--- src/rtl/core/cbd_pkg.sv ---
// Shared constants, types and helpers for the chunked body decoder.
`default_nettype none

package cbd_pkg;

    // Width of the decoded length count
    localparam int LENGTH_BITS    = 32;
    // Longest accepted size line, in hex digits
    localparam int MAX_HEX_DIGITS = 8;
    // Width of a chunk size built from the longest size line
    localparam int SIZE_BITS      = 4 * MAX_HEX_DIGITS;
    // Digit counter holds 0 .. MAX_HEX_DIGITS
    localparam int DCNT_BITS      = $clog2(MAX_HEX_DIGITS + 1);
    // Result tdata: data byte, then decoded length, padded to whole bytes
    localparam int M_TDATA_BITS   = ((8 + LENGTH_BITS + 7) / 8) * 8;

    localparam logic [7:0] CH_CR = 8'h0D;
    localparam logic [7:0] CH_LF = 8'h0A;

    // Framing phase, one-hot
    typedef enum logic [5:0] {
        PH_SIZE  = 6'b000001,
        PH_LF    = 6'b000010,
        PH_BAD   = 6'b000100,
        PH_DATA  = 6'b001000,
        PH_TRAIL = 6'b010000,
        PH_DONE  = 6'b100000
    } phase_t;

    // One decoded result
    typedef struct packed {
        logic [7:0]             data_byte;
        logic                   has_data;
        logic                   body_done;
        logic                   malformed;
        logic [LENGTH_BITS-1:0] decoded_length;
    } result_t;

    // Decode an ASCII hex digit: bit 4 is valid, bits 3:0 the value
    function automatic logic [4:0] hex_digit(input logic [7:0] c);
        logic [7:0] d;
        logic [4:0] r;
        d = 8'h00;
        r = 5'b0_0000;
        if (c inside {[8'h30:8'h39]}) begin
            d = c - 8'h30;
            r = {1'b1, d[3:0]};
        end else if (c inside {[8'h41:8'h46]}) begin
            d = c - 8'h37;
            r = {1'b1, d[3:0]};
        end else if (c inside {[8'h61:8'h66]}) begin
            d = c - 8'h57;
            r = {1'b1, d[3:0]};
        end
        return r;
    endfunction

endpackage

`default_nettype wire

--- src/rtl/core/cbd_out_buf.sv ---
// Two-entry result buffer between the decode stage and the result channel.
`default_nettype none

module cbd_out_buf (
    input  wire logic             aclk,
    input  wire logic             aresetn,
    input  wire logic             push,
    input  wire cbd_pkg::result_t push_data,
    output logic                  full,
    output logic                  out_valid,
    input  wire logic             out_ready,
    output cbd_pkg::result_t      out_data
);
    import cbd_pkg::*;

    result_t    entry_reg [2];
    logic       wr_ptr_reg, wr_ptr_next;
    logic       rd_ptr_reg, rd_ptr_next;
    logic [1:0] count_reg, count_next;
    logic       pop;

    assign full      = (count_reg == 2'd2);
    assign out_valid = (count_reg != 2'd0);
    assign out_data  = entry_reg[rd_ptr_reg];
    assign pop       = out_valid && out_ready;

    // Advance pointers and occupancy
    always_comb begin
        wr_ptr_next = push ? ~wr_ptr_reg : wr_ptr_reg;
        rd_ptr_next = pop  ? ~rd_ptr_reg : rd_ptr_reg;
        count_next  = count_reg;
        if (push && !pop) begin
            count_next = count_reg + 2'd1;
        end else if (pop && !push) begin
            count_next = count_reg - 2'd1;
        end
    end

    always_ff @(posedge aclk) begin
        if (!aresetn) begin
            wr_ptr_reg <= 1'b0;
            rd_ptr_reg <= 1'b0;
            count_reg  <= 2'd0;
        end else begin
            wr_ptr_reg <= wr_ptr_next;
            rd_ptr_reg <= rd_ptr_next;
            count_reg  <= count_next;
        end
    end

    // Store the pushed result
    always_ff @(posedge aclk) begin
        if (push) begin
            entry_reg[wr_ptr_reg] <= push_data;
        end
    end

endmodule

`default_nettype wire

--- src/rtl/core/chunked_body_decoder_core.sv ---
// Top level of the chunked body decoder: framing state and result channel.
//
// Channel   Dir  Handshake              Payload
// s_        in   s_tvalid / s_tready    s_tdata body_byte, s_tlast stream_end
// m_        out  m_tvalid / m_tready    m_tdata data_byte + length, m_tuser flags,
//                                       m_tlast body_done
// cfg_      in   cfg_valid / cfg_ready  cfg_data chunked_mode
//
// One byte per cycle while s_tready is high: each accepted byte updates the framing state in the
// same cycle and its result, if any, is written into a two-entry buffer.
// The first result shows on m_ in the cycle after its byte is accepted.
// s_tready drops only while both buffer entries wait on m_tready.
// aresetn clears the framing state, the mode register and the buffer.
`default_nettype none

module chunked_body_decoder_core (
    input  wire logic                              aclk,
    input  wire logic                              aresetn,
    // Input bytes
    input  wire logic                              s_tvalid,
    output logic                                   s_tready,
    input  wire logic [7:0]                        s_tdata,  // [7:0] body_byte
    input  wire logic                              s_tlast,  // stream_end
    // Results
    output logic                                   m_tvalid,
    input  wire logic                              m_tready,
    // [7:0] data_byte, [LENGTH_BITS+7:8] decoded_length, rest zero
    output logic [cbd_pkg::M_TDATA_BITS-1:0]       m_tdata,
    output logic [1:0]                             m_tuser,  // [0] has_data, [1] malformed
    output logic                                   m_tlast,  // body_done
    // Mode register write
    input  wire logic                              cfg_valid,
    output logic                                   cfg_ready,
    input  wire logic                              cfg_data  // chunked_mode
);
    import cbd_pkg::*;

    logic                   mode_reg;
    phase_t                 phase_reg, phase_next;
    logic [SIZE_BITS-1:0]   acc_reg, acc_next;
    logic [DCNT_BITS-1:0]   dcnt_reg, dcnt_next;
    logic [SIZE_BITS-1:0]   left_reg, left_next;
    logic [1:0]             skip_reg, skip_next;
    logic [LENGTH_BITS-1:0] total_reg, total_next;
    logic                   err_reg, err_next;

    logic                   accept;
    logic                   emit, has, done, was_done, count;
    logic [4:0]             hv;
    logic [SIZE_BITS-1:0]   left_dec;
    result_t                res;
    result_t                out_res;
    logic                   buf_full;

    assign cfg_ready = 1'b1;
    assign s_tready  = !buf_full;
    assign accept    = s_tvalid && s_tready;
    assign hv        = hex_digit(s_tdata);
    assign left_dec  = (left_reg != '0) ? left_reg - 1'b1 : left_reg;

    // Decode one byte against the framing state
    always_comb begin
        phase_next = phase_reg;
        acc_next   = acc_reg;
        dcnt_next  = dcnt_reg;
        left_next  = left_reg;
        skip_next  = skip_reg;
        total_next = total_reg;
        err_next   = err_reg;
        emit       = 1'b0;
        has        = 1'b0;
        done       = 1'b0;
        was_done   = 1'b0;
        count      = 1'b0;

        if (!mode_reg) begin
            has   = 1'b1;
            emit  = 1'b1;
            count = 1'b1;
        end else begin
            case (phase_reg)
                PH_LF: begin
                    if (s_tdata == CH_LF) begin
                        if (dcnt_reg == '0) begin
                            err_next   = 1'b1;
                            phase_next = PH_SIZE;
                        end else if (acc_reg == '0) begin
                            done       = 1'b1;
                            emit       = 1'b1;
                            phase_next = PH_DONE;
                        end else begin
                            left_next  = acc_reg;
                            phase_next = PH_DATA;
                        end
                        acc_next  = '0;
                        dcnt_next = '0;
                    end else begin
                        err_next   = 1'b1;
                        phase_next = PH_BAD;
                    end
                end
                PH_BAD: begin
                    if (s_tdata == CH_LF) begin
                        acc_next   = '0;
                        dcnt_next  = '0;
                        phase_next = PH_SIZE;
                    end
                end
                PH_DATA: begin
                    has       = 1'b1;
                    emit      = 1'b1;
                    count     = 1'b1;
                    left_next = left_dec;
                    if (left_dec == '0) begin
                        skip_next  = 2'd0;
                        phase_next = PH_TRAIL;
                    end
                end
                PH_TRAIL: begin
                    skip_next = skip_reg + 2'd1;
                    if (skip_next >= 2'd2) begin
                        skip_next  = 2'd0;
                        phase_next = PH_SIZE;
                    end
                end
                PH_DONE: begin
                    was_done = 1'b1;
                end
                default: begin
                    // Size line; stray codes fall back here as well
                    phase_next = PH_SIZE;
                    if (hv[4]) begin
                        if (dcnt_reg >= DCNT_BITS'(MAX_HEX_DIGITS)) begin
                            err_next   = 1'b1;
                            phase_next = PH_BAD;
                        end else begin
                            acc_next  = {acc_reg[SIZE_BITS-5:0], hv[3:0]};
                            dcnt_next = dcnt_reg + 1'b1;
                        end
                    end else if (s_tdata == CH_CR) begin
                        phase_next = PH_LF;
                    end else if (s_tdata == CH_LF) begin
                        err_next  = 1'b1;
                        acc_next  = '0;
                        dcnt_next = '0;
                    end else begin
                        err_next   = 1'b1;
                        phase_next = PH_BAD;
                    end
                end
            endcase
        end

        // Count payload bytes, saturating
        if (count && (total_reg != '1)) begin
            total_next = total_reg + 1'b1;
        end

        if (s_tlast && !was_done) begin
            emit = 1'b1;
            done = 1'b1;
        end

        res.data_byte      = has ? s_tdata : 8'h00;
        res.has_data       = has;
        res.body_done      = done;
        res.malformed      = err_next;
        res.decoded_length = total_next;

        // Return to the start of a body after its last byte
        if (s_tlast) begin
            phase_next = PH_SIZE;
            acc_next   = '0;
            dcnt_next  = '0;
            left_next  = '0;
            skip_next  = 2'd0;
            total_next = '0;
            err_next   = 1'b0;
        end
    end

    // Hold framing state and mode
    always_ff @(posedge aclk) begin
        if (!aresetn) begin
            mode_reg  <= 1'b0;
            phase_reg <= PH_SIZE;
            acc_reg   <= '0;
            dcnt_reg  <= '0;
            left_reg  <= '0;
            skip_reg  <= 2'd0;
            total_reg <= '0;
            err_reg   <= 1'b0;
        end else begin
            if (cfg_valid && cfg_ready) begin
                mode_reg <= cfg_data;
            end
            if (accept) begin
                phase_reg <= phase_next;
                acc_reg   <= acc_next;
                dcnt_reg  <= dcnt_next;
                left_reg  <= left_next;
                skip_reg  <= skip_next;
                total_reg <= total_next;
                err_reg   <= err_next;
            end
        end
    end

    cbd_out_buf u_out_buf (
        .aclk      (aclk),
        .aresetn   (aresetn),
        .push      (accept && emit),
        .push_data (res),
        .full      (buf_full),
        .out_valid (m_tvalid),
        .out_ready (m_tready),
        .out_data  (out_res)
    );

    // Pack the result channel
    assign m_tdata = M_TDATA_BITS'({out_res.decoded_length, out_res.data_byte});
    assign m_tuser = {out_res.malformed, out_res.has_data};
    assign m_tlast = out_res.body_done;

endmodule

`default_nettype wire
--- config.mk ---
export PLATFORM = sky130hd
export DESIGN_NAME = chunked_body_decoder_core
export DESIGN_NICKNAME = d
export VERILOG_FILES = /design/src/rtl/core/cbd_pkg.sv /design/src/rtl/core/cbd_out_buf.sv /design/src/rtl/core/chunked_body_decoder_core.sv
export SDC_FILE = /design/constraint.sdc
export NUM_CORES = 1
export LEC_CHECK = 0
export BUFFER_PORTS_ARGS = -buffer_cell sky130_fd_sc_hd__buf_4
export CAP_MARGIN = 25
export CORE_ASPECT_RATIO = 0.5
export CORE_MARGIN = 3
export CORE_UTILIZATION = 35
export DETAILED_ROUTE_END_ITERATION = 8
export SYNTH_ARGS = -nofsm -noshare
export SYNTH_HDL_FRONTEND = slang
export SYNTH_SLANG_ARGS = --single-unit
--- constraint.sdc ---
create_clock -name aclk -period 10.65 [get_ports aclk]
set_input_delay 2.13 -clock aclk [delete_from_list [all_inputs] [get_ports aclk]]
set_output_delay 2.13 -clock aclk [all_outputs]
set_load 0.02 [all_outputs]
After elaboration in Yosys (flattened, before gate mapping):

Memories as Yosys holds them, arrays and structs flattened. A register that Yosys moved wholly into a read port is not among the register bits.
Cells that the tools add are included.

* mux-type cells: 72
* bitwise operators: 2
* reductions and logical operators: 30
* add/sub/neg operators: 9
* equal/unequal tests: 19
* magnitude comparators: 8

Operators by type and width (count)
* $mux 32: 14
* $pmux 32 s2: 2
* $logic_not 32->1: 2
* $mux 6: 9
* $add 32x1->32 const B: 1
* $ne 32x32->1 const B: 1
* $reduce_bool 32->1: 1
* $sub 32x1->32 const B: 1
* $pmux 6 s5: 1
* $mux 4: 6
* $mux 1: 23
* $ne 3x3->1 const B: 6
* $eq 8x4->1 const B: 2
* $ge 8x7->1 const B: 2
* $le 8x7->1 const B: 2
* $mux 5: 3
* $mux 2: 6
* $reduce_and 6->1: 2
* $logic_and 1x1->1: 10
* $mux 3: 3
* $ge 8x6->1 const B: 1
* $le 8x6->1 const B: 1
* $mux 8: 1
* $ne 4x4->1 const B: 2
* 28 further kinds: 38

* bits in writable memories: 86
* register bits after elaboration: 114
* word-level logic and storage cells: 152
* memories kept: 1
* output and inout port bits: 46

Memory list
* u_out_buf.entry_reg: words 2, bits a word 43, read ports 1, clocked after Yosys merged registers in 1, wr ports 1, line cbd_out_buf.sv:16 `result_t entry_reg [2];`

Logic depth before layout (Yosys ltp):

Gate-level depths: netlist of run 1.

* depth after elaboration: 12
* mapped depth: 14

Modules after synthesis:

Synthesis of run 1 repeated with hierarchy kept, for this count alone.

* cells, all modules: 1108
* area, all modules: 10375.0 um^2

Modules (own cells, without submodules)
* chunked_body_decoder_core: instances 1, area each 7053.0 um^2, cells an instance 952, seq. area each 2202.1 um^2
* cbd_out_buf: instances 1, area each 3321.9 um^2, cells an instance 156, seq. area each 2682.6 um^2

Worst setup path after synthesis of run 1:

No wires, ideal clock.

* path kind: in2reg
* start: in s_tdata[4]
* end: mem u_out_buf.entry_reg[0][0] (netlist bit), enable pin
* path slack: 5.073 ns
* data required time: 10.205 ns
* setup time: 0.445 ns
* stages: 7
* arrival: 5.132 ns
* path buffers: 1
* cells stage by stage: nor4_1 and4b_1 clkbuf_1 and3b_1 and2_1 o21ai_0 nor2_1

* longest elaborated chain between the ends: 8

Ends and longest elaborated chain
* start: declaration: line chunked_body_decoder_core.sv:22 `input wire logic [7:0] s_tdata,`
* $eq 8x4->1: line chunked_body_decoder_core.sv:83 `if (s_tdata == CH_LF) begin`
* $mux 1: line chunked_body_decoder_core.sv:83
* $pmux 1 s2: line chunked_body_decoder_core.sv:81 `case (phase_reg)`
* $mux 1: line chunked_body_decoder_core.sv:76 `if (!mode_reg) begin`
* $mux 1: line chunked_body_decoder_core.sv:159 `if (s_tlast && !was_done) begin`
* $logic_and 1x1->1: line chunked_body_decoder_core.sv:212 `.push (accept && emit),`
* $mux 1: line cbd_out_buf.sv:53 `if (push) begin`
* $mux 1 (implied by the code): line cbd_out_buf.sv:54 `entry_reg[wr_ptr_reg] <= push_data;`
* end: declaration: line cbd_out_buf.sv:16

No other way between the ends.

Worst setup path in the final report of run 1:

* start: in s_tdata[1]
* end: reg acc_reg[19]

* longest elaborated chain between the ends: 9
* elaborated cells between the ends (all ways): 23

Ends and longest elaborated chain
* $ge 8x7->1 / $le 8x7->1 (equally long branches): line cbd_pkg.sv:51 `end else if (c inside {[8'h61:8'h66]}) begin`
* $logic_and 1x1->1: line cbd_pkg.sv:51
* $mux 5: line cbd_pkg.sv:51
* $mux 5: line cbd_pkg.sv:48 `end else if (c inside {[8'h41:8'h46]}) begin`
* $mux 5: line cbd_pkg.sv:45 `if (c inside {[8'h30:8'h39]}) begin`
* $mux 32: line chunked_body_decoder_core.sv:132 `if (hv[4]) begin`
* $pmux 32 s2: line chunked_body_decoder_core.sv:81
* $mux 32: line chunked_body_decoder_core.sv:76
* $mux 32: line chunked_body_decoder_core.sv:171 `if (s_tlast) begin`
* end signal: assignment: line chunked_body_decoder_core.sv:199 `acc_reg <= acc_next;`
* end: declaration: line chunked_body_decoder_core.sv:40 `logic [SIZE_BITS-1:0] acc_reg, acc_next;`

Parallel ways exist; a longest one is shown, timed or not. The select of a mux whose other input is x is not followed.
A chain may end at the register's enable or synchronous reset.

==> results of run 1 <==
==> cell usage after synthesis, types with 8 or more instances <==
cell type	number
or4_1	11
o21ai_0	55
nor3_1	23
nand2_1	65
or3_1	16
xnor2_1	24
ha_1	11
inv_1	20
a2111oi_0	9
and2_1	16
o31ai_1	10
xor2_1	29
edfxtp_1	86
nor2b_1	79
nor2_1	81
and3_1	17
dfxtp_1	115
a21boi_0	20
nor4_1	23
clkbuf_1	57
mux2_2	45
a21oi_1	32
and4_1	8
a22oi_1	61
nand3_1	23
nand4_1	19
==> layer usage <==
metal	wire length (um)	vias to the layer above	GRT usage, %
met1	12600	4127	22.44
met5	0	-	0
li1	-	4042	-
met3	1198	50	2.484
met2	12940	195	28.18
met4	780	0	4.937
==> worst paths after layout <==
kind | end | cells past startpoint
worst max-delay path | acc_reg[19] | 14
worst min-delay path | skip_reg[1] | 2
worst max register to register | skip_reg[0] | 10
worst min register to register | skip_reg[1] | 2
==> power groups by stage <==
| stage | Clock, mW | Combinational [mW] | Sequential [mW] |
|---|---|---|---|
| 2_1_floorplan | 0 | 0.262 | 0.886 |
| 3_3_place_gp | 0 | 0.380 | 0.912 |
| 3_5_place_dp | 0 | 0.403 | 0.902 |
| 4_1_cts | 0.692 | 0.405 | 0.885 |
| 5_1_grt | 0.723 | 0.428 | 0.891 |
| 6_report | 0.677 | 0.398 | 0.884 |
==> worst min-delay path, delay by kind of cell (launching register included) <==
kind	cells	cell delay, ns
DFF	1	0.31
and+or+nand+nor	2	0.09
==> stage by stage <==
step	power, mW	setup WS [ns]	util (%)	hold WS, ns	std cells
4_1_cts	1.982	5.953	40.62	0.4425	1508
6_report	1.959	5.872	40.74	0.4400	1510
3_3_place_gp	1.292	5.599	38.49	0.4167	1472
2_1_floorplan	1.148	5.073	-	0.4097	1080
5_1_grt	2.042	5.640	40.74	0.4868	1510
3_5_place_dp	1.304	5.435	38.56	0.4347	1473
==> cell families (layout without fill, tap and decap cells) <==
family / after synthesis / count (layout) / share of synthesized area [%]
fa+ha+maj: 11 / 11 / 1.305
mux: 50 / 50 / 5.279
other cells: 1 / 1 / 0.03555
compound gates: 241 / 241 / 15.56
flops: 201 / 201 / 46.31
simple gates: 434 / 434 / 23.56
xor+xnor: 53 / 53 / 4.401
buf+inv: 89 / 128 / 3.547
==> area by class of cell <==
class	instances	area, um^2	area share, %
repair buffers	73	580.6	4.856
inverters	20	75.07	0.6279
flip-flops and latches	201	4886	40.87
clock inverters	5	58.81	0.4919
multi-input cells	790	5318	44.48
clock buffers	30	548.0	4.584
well taps	391	489.2	4.092
==> flow_summary.yaml, run 1 <==
outcome:
  outcome: "finished clean"
floorplanning:
  io_pins: 61
  die_h_um: 128.8
  die-width_um: 251.5
  num_rows: 44
  start_util_pct: 35.95
  core_um2: 29340
  dieArea_um2: 32380
sta:
  setup_viol_count_final: 0
  tightest_slew_ns: 1.001
  maxSlewViolCount: 0
  period_needed_ns: 4.778
  fin_tns_setup_ns: 0
  slew_headroom_pct: 33.07
  period_share_pct: 44.86
  skew_ns: 0.01769
  hold_viol: 0
  fmax_ghz: 0.2093
  rsz0062_at_grt: "no"
setup_path:
  max_stage_delay_ns: 0.92
  crit_start: "s_tdata[1]"
  arrival_ns: 5.23
  crit_slowest_cell: "a2111oi_1"
  required_ns: 11.11
  crit_family: "compound AO/OA/AOI/OAI gates"
  reg2reg_from: "left_reg[2]"
  cp-start-kind: "input port"
  path_buf_inv: 3
  endpoint_kind: "flip-flop"
  crit_fanout: 31
  crit_type: "input port to flip-flop"
  rrSetupSlack_ns: 6.05
  crit_chain: "buf_4 > inv_1 > ha_1 > o21bai_1 > a2111oi_1 > a31oi_1 > nand2b_1 > a21oi_1 > o21bai_1 > o211ai_1 > and2_0 > buf_4 > a22oi_1 > nor2b_1"
cts:
  cts_setup_buffers: 0
  cts_repair_resize_count: 0
  cts_inserted_buffers: 20
  clkTransAtPathRegs_ns: 0.06
  cts_max_path_buffers: 3
  tritoncts: "done"
  worstSkewPairLatency_ns: 0.52
  htree_levels: 1
  cts_hold_buf: 0
  numClockSinks: 201
  clockRootBuffer: "clkbuf_16"
synth:
  synth-main-ff-cell: "dfxtp_1"
  syn_avg_cell_area_um2: 9.766
  synth-edff-count: 86
  synth_top_cell_by_area: "edfxtp_1"
  netlist_instances: 1080
  synth_seq_cells: 201
  syn_nets: 1106
  yosys.area.top_type_share_pct: 24.48
  async_flop_share_pct: 0
  yosysSeqAreaShare_pct: 46.31
  synth_cell_types: 78
  synthTopCellsByArea: "edfxtp_1 24%, dfxtp_1 22%, mux2_2 4.8%, nor2b_1 4.7%, a22oi_1 4.3%"
  yosys_warnings: 0
  syn-cell-area_um2: 10550
place:
  place_area_um2: 11310
  dpl.hpwl_mm: 18.50
  port_buffers: 59
  gp_congestion: 0.9285
drt:
  routed_wl_mm: 27.52
  route.detailed.drc: 0
  dr.pass1.iters: 5
  dr.first_iter.drc_count: 738
  viasPerCell: 5.572
  via_count: 8414
  ant_nets: 0
  drt-wirelength-per-cell_um: 18.22
layout:
  drive_gt1_share_pct: 15.55
  largest_reg_flops: 86
  fin_nets: 1132
  final_cell_mix: "114 x dfxtp_1, 86 x edfxtp_1, 79 x nor2b_1"
  fill_cells: 2871
  layout_commonest_cell: "dfxtp_1"
  stdcell_area_um2: 11960
  num_antenna_cells: 0
  area_growth_pct: 13.35
global_route:
  grt_pass1_wl_mm: 44.10
  antenna_found_initial: 0
  track_usage_pct: 16.70
  grt_pass1_vias: 8078
  grt_max_degree: 119
  overflow: 0
power:
  p_switching_mw: 0.5496
  peakVddDrop_mv: 0.07988
  p_sw_share_pct: 28.06
  power.leakage_nw: 4.377
  clock_power_share_pct: 34.5
  intPower_mw: 1.409
  p_comb_share_pct: 20.3
  power_density_nw_per_um2: 163.8
  power_frac_seq_pct: 45.1
min_path:
  hold_path_class: "flip-flop to flip-flop"
  min_from: "skip_reg[1]"
run:
  maxCapViolCount: 0
(Power assumes the default switching activity.)
==> inputs of run 2 (changes only) <==
Settings changed: ABC_AREA set to 1.
Clock period 10.65 ns to 4.2 ns, I/O delays scaled along.
==> flow_summary.yaml, run 2 <==
setup_path:
  endpoint_kind: "flip-flop"
  ff2ff_path_depth: 8
  crit_chain: "nor2_1 > nand4_1 > nand2_1 > clkinv_1 > a31oi_1 > inv_1 > nor2_4 > buf_4"
  crit_type: "flip-flop to flip-flop"
  r2r-end: "u_out_buf.entry_reg[1][21]"
  path_buf_inv: 3
  max_stage_delay_ns: 0.39
  required_ns: 4.41
  arrival_ns: 3.11
  crit_fanout: 15
  crit_family: "simple AND/OR/NAND/NOR gates"
  reg2reg_from: "phase_reg[0]"
  rrSetupSlack_ns: 1.30
  cp-start-kind: "flip-flop"
  crit_slowest_cell: "nor2_4"
sta:
  whs_ns: 0.4560
  rsz0062_at_grt: "no"
  fmax_ghz: 0.3450
  tightest_slew_ns: 0.8033
  skew_ns: 0.01995
  slew_headroom_pct: 46.39
  period_share_pct: 69.01
  setup_viol_count_final: 0
  maxSlewViolCount: 0
  fin_tns_setup_ns: 0
  hold_viol: 0
  period_needed_ns: 2.898
synth:
  synth_seq_cells: 201
  synth_xor_area_share_pct: 3.200
  synth_common_cells: "361 x nand2_1, 142 x nor2_1, 115 x dfxtp_1"
  synthTopCellsByArea: "edfxtp_1 25%, dfxtp_1 22%, nand2_1 13%, nor2_1 5.1%, mux2_2 4.7%"
  muxShareOfSynthArea_pct: 4.656
  synth_top_cell_by_area: "edfxtp_1"
  syn_nets: 1333
  synth_compound_gate_area_share_pct: 9.901
  synth-main-ff-cell: "dfxtp_1"
  yosys_warnings: 0
  synth_simple_gate_area_share_pct: 27.77
  synthAdderAreaFrac_pct: 1.323
  netlist_instances: 1307
  syn_avg_cell_area_um2: 7.957
  yosys.area.top_type_share_pct: 24.83
  synth_top_family_by_area: "simple AND/OR/NAND/NOR gates"
  synth_cell_types: 45
  synth-edff-count: 86
  syn-cell-area_um2: 10400
  synthMostInstantiatedCell: "nand2_1"
  yosysSeqAreaShare_pct: 46.97
  async_flop_share_pct: 0
floorplanning:
  die_h_um: 127.9
  start_util_pct: 36.54
  dieArea_um2: 31940
  num_rows: 43
  core_um2: 28460
  io_pins: 61
  die-width_um: 249.8
place:
  dpl.hpwl_mm: 18.87
  gp_congestion: 0.9009
  dpl.cell_count: 1711
  port_buffers: 59
  place_area_um2: 11250
drt:
  ant_nets: 0
  drt-wirelength-per-cell_um: 15.18
  via_count: 8812
  viasPerCell: 5.044
  dr.pass1.iters: 5
  routed_wl_mm: 26.52
  route.detailed.drc: 0
  dr.first_iter.drc_count: 652
cts:
  clkTransAtPathRegs_ns: 0.07
  clockRootBuffer: "clkbuf_16"
  cts_setup_buffers: 0
  htree_levels: 1
  cts_inserted_buffers: 20
  worstSkewPairLatency_ns: 0.52
  numClockSinks: 201
  cts_max_path_buffers: 3
  tritoncts: "done"
  cts_hold_buf: 0
  cts_repair_resize_count: 0
global_route:
  track_usage_pct: 16.29
  grt_max_degree: 65
  grt_pass1_vias: 8479
  antenna_found_initial: 0
  grt_pass1_wl_mm: 43.28
  overflow: 0
run:
  maxCapViolCount: 0
outcome:
  outcome: "finished clean"
power:
  power.leakage_nw: 4.681
  peakVddDrop_mv: 0.2375
  power_density_nw_per_um2: 523.2
layout:
  num_antenna_cells: 0
  drive_gt1_share_pct: 14.36
  layout_commonest_cell: "nand2_1"
  largest_reg_flops: 86
  stdcell_area_um2: 11970
  area_growth_pct: 15.07
  fin_nets: 1377
  final_cell_mix: "361 x nand2_1, 138 x nor2_1, 114 x dfxtp_1"
  final_cells: 1747
min_path:
  whs_endpoint: "skip_reg[1]"
  min_from: "skip_reg[1]"
  hold_depth: 2
  hold_path_class: "flip-flop to flip-flop"
[run 2: cell types whose count changed after synthesis, moves of 15 or more]
| cell | previous run | this run |
|---|---|---|
| or3_1 | 16 | 1 |
| clkbuf_1 | 57 | 36 |
| and2_1 | 16 | 0 |
| a21oi_1 | 32 | 81 |
| nor2_2 | 0 | 16 |
| nand3_1 | 23 | 65 |
| inv_1 | 20 | 107 |
| nor2b_1 | 79 | 0 |
| a31oi_1 | 6 | 34 |
| a21boi_0 | 20 | 0 |
| nor2_1 | 81 | 142 |
| nand2_1 | 65 | 361 |
| a22oi_1 | 61 | 1 |
| and3_1 | 17 | 0 |
[run 2: worst min-delay path, stage by stage, from the launching register on]
cell and delay (ns):
dfxtp_1 0.29, inv_1 0.06, nor3_1 0.05
[run 2: cells by family (layout without fill, tap and decap cells)]
group / after synthesis / in the layout
AOI/OAI and AO/OA: 188 / 188
xor gates and xnor gates: 38 / 38
adders and majority gates: 11 / 11
buffers and inverters: 161 / 219
DFF: 201 / 201
muxes: 43 / 43
other: 1 / 1
and+or+nand+nor: 664 / 664
[run 2: worst max-delay path by stage]
| stage | cells past startpoint | to | startpoint | slack [ns] |
|---|---|---|---|---|
| after floorplan | 11 | u_out_buf.entry_reg[1][0] | s_tdata[7] | 0.16 |
| after global placement | 15 | acc_reg[4] | s_tdata[1] | 0.97 |
| after detailed placement | 16 | acc_reg[25] | s_tdata[1] | 0.84 |
| after CTS | 8 | u_out_buf.entry_reg[1][20] | phase_reg[0] | 1.29 |
| after global routing | 16 | acc_reg[26] | s_tdata[1] | 1.03 |
| final | 8 | u_out_buf.entry_reg[1][21] | phase_reg[0] | 1.30 |
[run 2: final cells by class]
class | instances | area [um^2]
clock inverter | 11 | 177.7
timing repair buffer | 69 | 550.5
inverter | 114 | 432.9
fill | 2856 | 16490
tap | 382 | 478.0
multi-input combinational | 945 | 4903
clock buffer | 25 | 539.3
sequential | 201 | 4886
[run 2: stage by stage]
stage               worst slack [ns]  util (%)  total power [mW]
floorplan                     0.1594         -             3.715
global placement              0.9651     39.41             4.314
detailed placement            0.8398     39.53             4.348
CTS                            1.287     42.05             6.315
global route                   1.026     42.05             6.612
finish                         1.302     42.05             6.262
[run 2: routing by layer]
layer  vias up  track usage, %  part of all wire (%)
met3        27           2.899                   4.3
met4         0           3.236                   1.4
li1       4427               -                     -
met5         -               0                     0
met2       183           27.63                    46
met1      4175           22.03                    48
[run 2: power breakdown]
part           total, mW  internal (mW)  switching [mW]
Sequential          2.36           2.24           0.125
Combinational       1.94          0.701            1.24
Clock               1.95           1.17           0.786
Total               6.26           4.11            2.15
==> inputs of run 3 (changes only) <==
Clock period 4.2 ns to 2.7 ns, I/O delays scaled along.
==> flow_summary.yaml, run 3 (synthesis gave the netlist of run 2 again) <==
floorplanning:
  core_um2: 28460
  die-width_um: 249.8
  die_h_um: 127.9
  start_util_pct: 36.54
  io_pins: 61
  num_rows: 43
  dieArea_um2: 31940
place:
  port_buffers: 59
  place_area_um2: 11530
  pre_cts_slack_ns: -0.03037
  gp_congestion: 0.9727
  dpl.hpwl_mm: 19.56
setup_path:
  arrival_ns: 2.91
  crit_slowest_cell: "nor4_2"
  max_stage_delay_ns: 0.40
  crit_chain: "nor4_2 > nand4_1 > nor2_1 > nand3_1 > a31oi_2 > ha_1 > a21oi_1 > o21ai_0 > o21ai_0 > a21oi_1"
  endpoint_kind: "flip-flop"
  cp-start-kind: "flip-flop"
  ff2ff_path_depth: 10
  required_ns: 3.10
  crit_fanout: 3
  crit_type: "flip-flop to flip-flop"
layout:
  num_antenna_cells: 0
  post-route-util_pct: 42.93
  stdcell_area_um2: 12220
  drive_gt1_share_pct: 16.85
  area_growth_pct: 17.48
  layout_commonest_cell: "nand2_1"
  final_cell_mix: "360 x nand2_1, 132 x nor2_1, 114 x dfxtp_1"
  largest_reg_flops: 86
  fin_nets: 1406
global_route:
  grt_pass1_wl_mm: 43.98
  overflow: 0
  gr-usage-met1_pct: 22.86
  track_usage_pct: 16.61
  antenna_found_initial: 1
  grt_max_degree: 65
  grtUsageMet3_pct: 2.858
  grt_pass1_vias: 8483
  top_usage_layer: "met2"
  grtUsageMet2_pct: 27.38
cts:
  htree_levels: 1
  cts_hold_buf: 0
  worstSkewPairLatency_ns: 0.52
  cts_inserted_buffers: 21
  clockRootBuffer: "clkbuf_16"
  cts_max_path_buffers: 3
  numClockSinks: 201
  clkTransAtPathRegs_ns: 0.06
  tritoncts: "done"
drt:
  viasPerCell: 5.123
  ant_nets: 0
  drt-wirelength-per-cell_um: 15.35
  via_count: 9104
  dr.pass1.iters: 5
  dr.first_iter.drc_count: 736
  routed_wl_mm: 27.27
  route.detailed.drc: 0
sta:
  maxSlewViolCount: 0
  fmax_ghz: 0.3982
  period_share_pct: 93.01
  tightest_slew_ns: 0.7635
  rsz0062_at_grt: "no"
  setup_viol_count_final: 0
  skew_ns: 0.01287
  worst_slack_ns: 0.1887
  fin_tns_setup_ns: 0
  hold_viol: 0
  period_needed_ns: 2.511
  slew_headroom_pct: 49.03
power:
  power.leakage_nw: 4.814
  power_mw: 9.657
  peakVddDrop_mv: 0.3614
  power_density_nw_per_um2: 790.4
min_path:
  hold_depth: 3
  hold_path_class: "input port to flip-flop"
outcome:
  outcome: "finished clean"
run:
  maxCapViolCount: 0
run 3: changes by cell type in the layout (fill, tap and decap cells not counted), sizes merged:
cell	before	now
bufinv	4	1
buf	69	97
clkbuf	25	24
clkinv	5	9
inv	113	115
run 3: final timing paths:
path,to,from,slack [ns]
worst max-delay path,u_out_buf.count_reg[1],acc_reg[31],0.19
worst min-delay path,mode_reg,cfg_data,0.28
worst max register to register,u_out_buf.count_reg[1],acc_reg[31],0.19
worst min register to register,skip_reg[1],skip_reg[1],0.46
run 3: routing by layer:
| metal | vias up | part of all wire (%) |
|---|---|---|
| li1 | 4491 | - |
| met5 | - | 0 |
| met3 | 38 | 5.4 |
| met2 | 226 | 46 |
| met1 | 4349 | 47 |
| met4 | 0 | 2.0 |
run 3: power by group:
group          switching, mW  internal [mW]
Combinational           2.00           1.21
Clock                   1.23           1.54
Sequential             0.191           3.48
Total                   3.43           6.23
run 3: layout make-up:
| cell class | count | area, um^2 |
|---|---|---|
| Inverter | 114 | 432.9 |
| Tap cell | 382 | 478.0 |
| Clock inverter | 14 | 107.6 |
| Fill cell | 2780 | 16240 |
| Multi-Input combinational cell | 945 | 4936 |
| Clock buffer | 24 | 536.8 |
| Sequential cell | 201 | 4886 |
| Timing Repair Buffer | 97 | 840.8 |
run 3: stage by stage:
stage	hold WS (ns)	instances
after CTS	0.2617	1776
after detailed placement	0.4523	1738
after global placement	0.4501	1738
after global routing	0.2696	1777
final	0.2848	1777
after floorplan	0.4279	1307
run 3: repair_timing:
action                                 in CTS  in global routing
setup buffers                               0                  1
setup endpoints to repair                   0                  9
endpoints found under the hold margin       0                  0
resized for setup                           0                 12
run 3: worst max-delay path: cells and delay by family, from the launching register on:
kind	cells	cell delay (ns)
adder cells (fa/ha/maj)	1	0.30
AND/OR/NAND/NOR	4	0.96
flip-flops	1	0.35
AO/OA/AOI/OAI	5	0.78
